===== src/rtl/bpfa_pkg.sv =====
// Shared constants, codes and control/status types of the page frame allocator.
package bpfa_pkg;

  localparam int TOTAL_FRAMES = 8192;
  localparam int PAGE_SHIFT   = 12;
  localparam int MAP_WORDS    = (TOTAL_FRAMES + 31) / 32;
  localparam int WIDX_W       = (MAP_WORDS > 1) ? $clog2(MAP_WORDS) : 1;
  localparam int FR_W         = WIDX_W + 5;
  localparam int CNT_W        = $clog2(TOTAL_FRAMES + 1);

  localparam int CMD_W   = 2;
  localparam int STAT_W  = 2;
  localparam int FADDR_W = 25;
  localparam int FREE_W  = 14;
  localparam int RES_W   = 14;
  localparam int PADDR_W = 3;
  localparam int PDATA_W = 32;

  localparam logic [31:0]      FULL_WORD      = 32'hFFFF_FFFF;
  localparam logic [RES_W-1:0] RESERVED_RESET = 14'd1280;

  // Register index within the APB map (byte address 4*index).
  localparam logic REG_RESERVED_FRAMES = 1'b0;

  typedef enum logic [CMD_W-1:0] {
    CMD_ALLOC = 2'd0,
    CMD_FREE  = 2'd1,
    CMD_INIT  = 2'd2
  } cmd_e;

  typedef enum logic [STAT_W-1:0] {
    ST_OK      = 2'd0,
    ST_NOMEM   = 2'd1,
    ST_BADFREE = 2'd2
  } status_e;

  // Controller to datapath.
  typedef struct packed {
    logic load;       // capture the accepted item
    logic quick;      // finish without touching the bitmap
    logic init_wr;    // write one init word, advance
    logic scan_rd;    // read bitmap word for the allocate scan
    logic alloc_chk;  // test the word read, claim a frame or advance
    logic free_rd;    // read bitmap word holding the frame to free
    logic free_chk;   // clear the frame bit if it is in use
    logic push;       // move the pending result into the output register
  } ctrl_cmd_t;

  // Datapath to controller.
  typedef struct packed {
    cmd_e cmd;
    logic full;
    logic range_bad;
    logic last_word;
    logic hit;
    logic out_free;
  } dp_sts_t;

endpackage


===== src/rtl/bpfa_ctrl.sv =====
// Sequencer of the page frame allocator: decodes an item and steps the datapath.
module bpfa_ctrl import bpfa_pkg::*; (
  input  logic      clk_i,
  input  logic      rst_ni,
  input  logic      in_valid_i,
  output logic      in_stall_o,
  input  dp_sts_t   sts_i,
  output ctrl_cmd_t cmd_o
);

  typedef enum logic [2:0] {
    S_IDLE,
    S_DECODE,
    S_INIT,
    S_SCAN_RD,
    S_SCAN_CHK,
    S_FREE_RD,
    S_FREE_CHK,
    S_DONE
  } state_e;

  state_e state_q;

  assign in_stall_o = (state_q != S_IDLE);

  always_comb begin
    cmd_o = '0;
    case (state_q)
      S_IDLE:     cmd_o.load = in_valid_i;
      S_DECODE: begin
        case (sts_i.cmd)
          CMD_ALLOC: cmd_o.quick = sts_i.full;
          CMD_FREE:  cmd_o.quick = sts_i.range_bad;
          CMD_INIT:  cmd_o.quick = 1'b0;
          default:   cmd_o.quick = 1'b1;
        endcase
      end
      S_INIT:     cmd_o.init_wr   = 1'b1;
      S_SCAN_RD:  cmd_o.scan_rd   = 1'b1;
      S_SCAN_CHK: cmd_o.alloc_chk = 1'b1;
      S_FREE_RD:  cmd_o.free_rd   = 1'b1;
      S_FREE_CHK: cmd_o.free_chk  = 1'b1;
      S_DONE:     cmd_o.push      = sts_i.out_free;
      default:    cmd_o = '0;
    endcase
  end

  always_ff @(posedge clk_i or negedge rst_ni) begin
    if (!rst_ni) begin
      state_q <= S_IDLE;
    end else begin
      case (state_q)
        S_IDLE: begin
          if (in_valid_i) state_q <= S_DECODE;
        end
        S_DECODE: begin
          case (sts_i.cmd)
            CMD_ALLOC: state_q <= sts_i.full ? S_DONE : S_SCAN_RD;
            CMD_FREE:  state_q <= sts_i.range_bad ? S_DONE : S_FREE_RD;
            CMD_INIT:  state_q <= S_INIT;
            default:   state_q <= S_DONE;
          endcase
        end
        S_INIT: begin
          if (sts_i.last_word) state_q <= S_DONE;
        end
        S_SCAN_RD:  state_q <= S_SCAN_CHK;
        S_SCAN_CHK: begin
          if (sts_i.hit || sts_i.last_word) state_q <= S_DONE;
          else                              state_q <= S_SCAN_RD;
        end
        S_FREE_RD:  state_q <= S_FREE_CHK;
        S_FREE_CHK: state_q <= S_DONE;
        S_DONE: begin
          if (sts_i.out_free) state_q <= S_IDLE;
        end
        default:    state_q <= S_IDLE;
      endcase
    end
  end

endmodule


===== config.mk =====
export PLATFORM = sky130hd
export DESIGN_NAME = bpfa_ctrl
export DESIGN_NICKNAME = d
export VERILOG_FILES = /design/src/rtl/bpfa_pkg.sv /design/src/rtl/bpfa_ctrl.sv
export SDC_FILE = /design/constraint.sdc
export NUM_CORES = 1
export LEC_CHECK = 0
export ABC_AREA = 1
export ABC_CLOCK_PERIOD_IN_PS = 1400
export BUFFER_PORTS_ARGS = -buffer_cell sky130_fd_sc_hd__buf_2
export CAP_MARGIN = 5
export CORE_AREA = 2 2 39 41
export DETAILED_ROUTE_END_ITERATION = 8
export DIE_AREA = 0 0 41 43
export MAX_ROUTING_LAYER = met4
export PLACE_DENSITY = 0.46
export SYNTH_ARGS = -nofsm -noshare
export SYNTH_HDL_FRONTEND = slang
export SYNTH_SLANG_ARGS = --single-unit

===== constraint.sdc =====
create_clock -name clk_i -period 1.4 [get_ports clk_i]
set_input_delay 0.07 -clock clk_i [delete_from_list [all_inputs] [get_ports clk_i]]
set_output_delay 0.07 -clock clk_i [all_outputs]
set_load 0.05 [all_outputs]

==> results.tsv <==
metric	value	unit
Slew HR	83.4	%
vias in the first global route	323	
Worst-Skew Late Latency	0.23	ns
class of the worst hold path	input pin to asynchronous set/reset pin	
crit path DAT	1.32	ns
status	finished, final reports clean	
total track usage	10.1	%
post-synth cell types	15	
Vias per Instance	4.15	
Port-buffer cells	18	
Syn Nets	65	
final setup fails	0	
Initial Utilization	22.2	%
Clock Root Buffer	clkbuf_4	
area leader, netlist	dfrtp_1	
Final Net Count	93	
Core Area	1380	µm²
Max FO, Critical Path	5	
placed cell area	437	µm²
routed vias	407	
Synth Instances	55	
CTS clk-pin slew, worst paths	0.04	ns
row count	14	
P per Cell Area	2580	nW/µm²
setup TNS after final layout	0	ns
CTS Sinks	3	
first-pass GRT wire length	1190	µm
CP Capture Type	output pin	
Routed Antenna Nets	0	
antenna violations before repair	0	
Setup crit start kind	flop	
Final period util	98.9	%
Max Clock Skew	0.00125	ns
share of layout cells above drive strength 1	50.0	%
register area share after synthesis	24.4	%
worst path required time	1.33	ns
DRC Markers	0	
max-cap violation count	0	
hpwl dp	659	µm
endpoints failing hold	0	
Avg Cell Area, Syn	5.60	µm²
CTS tree	yes	
Syn-to-layout area delta	78.0	%
Largest regs	state_q: 3 flops	
Synth Warn #	0	
CTS H-tree lvls	1	
Peak supply drop	0.536	mV
Filler Cell Count	155	
leakage	0.000312	µW
largest net degree at the start of global routing	9	
Biggest register	state_q	
Finished Cell Area	548	µm²
RSZ-0062 raised after global routing	true	
f_max	722	MHz
total gr overflow	0	
clk buf depth	2	
CTS buffer count	3	
I/O pin count	19	
critical path class	flop to output pin	
count of pins over their slew limit	0	
WL/cell	8.69	µm
Least-Margin Pin Slew	0.251	ns
Total Wirelength	852	µm
Die H	43	µm
Core Util, Final	39.6	%
RePlAce Congestion	0.726	
top cell type's share of synthesized area	24.4	%
Cell Area, Synth	308	µm²
synthesized flop and latch total	3	
synth top area cells	dfrtp_1, nand2_1, nor2_1, inv_1, nand3_2	
DRT iter0 DRCs	5	
die area	1760	µm²
Largest register FFs	3	
Die W	41	µm
tightest hold margin	0.158	ns
total inserted antenna cells	0	
fin crit period	1.39	ns
DR pass1 iterations	4	
[stage by stage]
stage | total power, µW | instances | setup WS (ns)
finish | 1410 | 98 | 0.0149
global route | 1540 | 98 | -0.0603
CTS | 1240 | 95 | 0.000270
detailed placement | 1060 | 90 | 0.134
global placement | 1060 | 90 | 0.126
floorplan | 857 | 55 | -0.177
[critical path, stage by stage (launching register included)]
cell and delay (ns):
dfrtp_2 0.44, inv_2 0.11, nand2_4 0.06, nor2_4 0.11, nand2_2 0.07, a21oi_2 0.12
buf_6 0.17
[synth_stat cells]
cell and instances:
nand4_1 1, nor2_4 1, nor2_2 2, nand3_1 2
nand2_1 18, nand3_2 2, o21ai_0 1, nor3_1 1
a21oi_1 2, clkinv_1 1, dfrtp_1 3, o21ai_1 2
nor2_1 10, inv_1 7, inv_2 2
[layout by cell type, fill, tap and decap left out]
| cell type | n |
|---|---|
| buf_6 | 2 |
| buf_12 | 1 |
| o21ai_1 | 2 |
| clkinv_1 | 1 |
| nand2_2 | 1 |
| nand2_4 | 1 |
| inv_1 | 6 |
| dfrtp_1 | 1 |
| nand3_1 | 2 |
| nor2_4 | 3 |
| buf_4 | 3 |
| nand4_1 | 1 |
| inv_2 | 2 |
| nor2_1 | 8 |
| nand3_2 | 2 |
| nor3_2 | 1 |
| nor2_2 | 2 |
| dlygate4sd3_1 | 1 |
| a21oi_2 | 1 |
| clkbuf_4 | 3 |
| a21oi_1 | 1 |
| o21ai_0 | 1 |
| buf_2 | 16 |
| inv_4 | 1 |
| clkbuf_1 | 1 |
| nand2_1 | 16 |
| dfrtp_2 | 2 |
[what timing repair did]
action,CTS,global route
hold buffers,1,0
buffers inserted,0,3
endpoints found under the hold margin,3,0
setup endpoints to repair,2,2
pin swaps,0,2
gates cloned,0,0
gates resized for setup,6,8
[cell families (layout without fill, tap and decap cells)]
| group | Yosys count | in the layout | synth area share, % |
|---|---|---|---|
| AO/OA/AOI/OAI | 5 | 5 | 8.13 |
| buffers and inverters | 10 | 37 | 12.2 |
| flip-flops | 3 | 3 | 24.4 |
| AND/OR/NAND/NOR | 37 | 37 | 55.3 |
[report_power, final]
group / switching, µW / leakage (µW) / internal, µW
sequential: 69.8 / 0.0000325 / 142
clock: 44.5 / 0.0000150 / 107
combinational: 695 / 0.000264 / 354
total: 809 / 0.000312 / 602
[path summary, 6_finish.rpt]
path                            start    endpoint  slack [ns]  cells past startpoint
hold / removal                 rst_ni  state_q[0]        0.16                      2
max in group asynchronous      rst_ni  state_q[2]        1.12                      2
setup / recovery           state_q[1]    cmd_o[6]        0.01                      6
min in group clk_i           sts_i[0]  state_q[2]        0.18                      4
hold reg to reg            state_q[0]  state_q[0]        0.71                      3
setup reg to reg           state_q[2]  state_q[2]        0.29                      6
[cell type report]
class                           instances  area [µm²]  area share [%]
Inverter                               10        40.0            7.31
Timing Repair Buffer                   23         155            28.3
Clock buffer                            4        26.3            4.79
Sequential cell                         3        77.6            14.2
Tap cell                               16        20.0            3.65
Multi-Input combinational cell         42         229            41.8
[metal layers]
layer / vias to the layer above / GRT usage (%) / routed length (µm) / share of wire [%]
met4: 0 / 4.00 / 0 / 0
met1: 169 / 13.6 / 361 / 42
met2: 16 / 14.7 / 413 / 48
met5: - / - / 0 / 0
met3: 0 / 1.57 / 77 / 9.0
li1: 222 / - / - / -
Power figures use the tool's default switching activity.
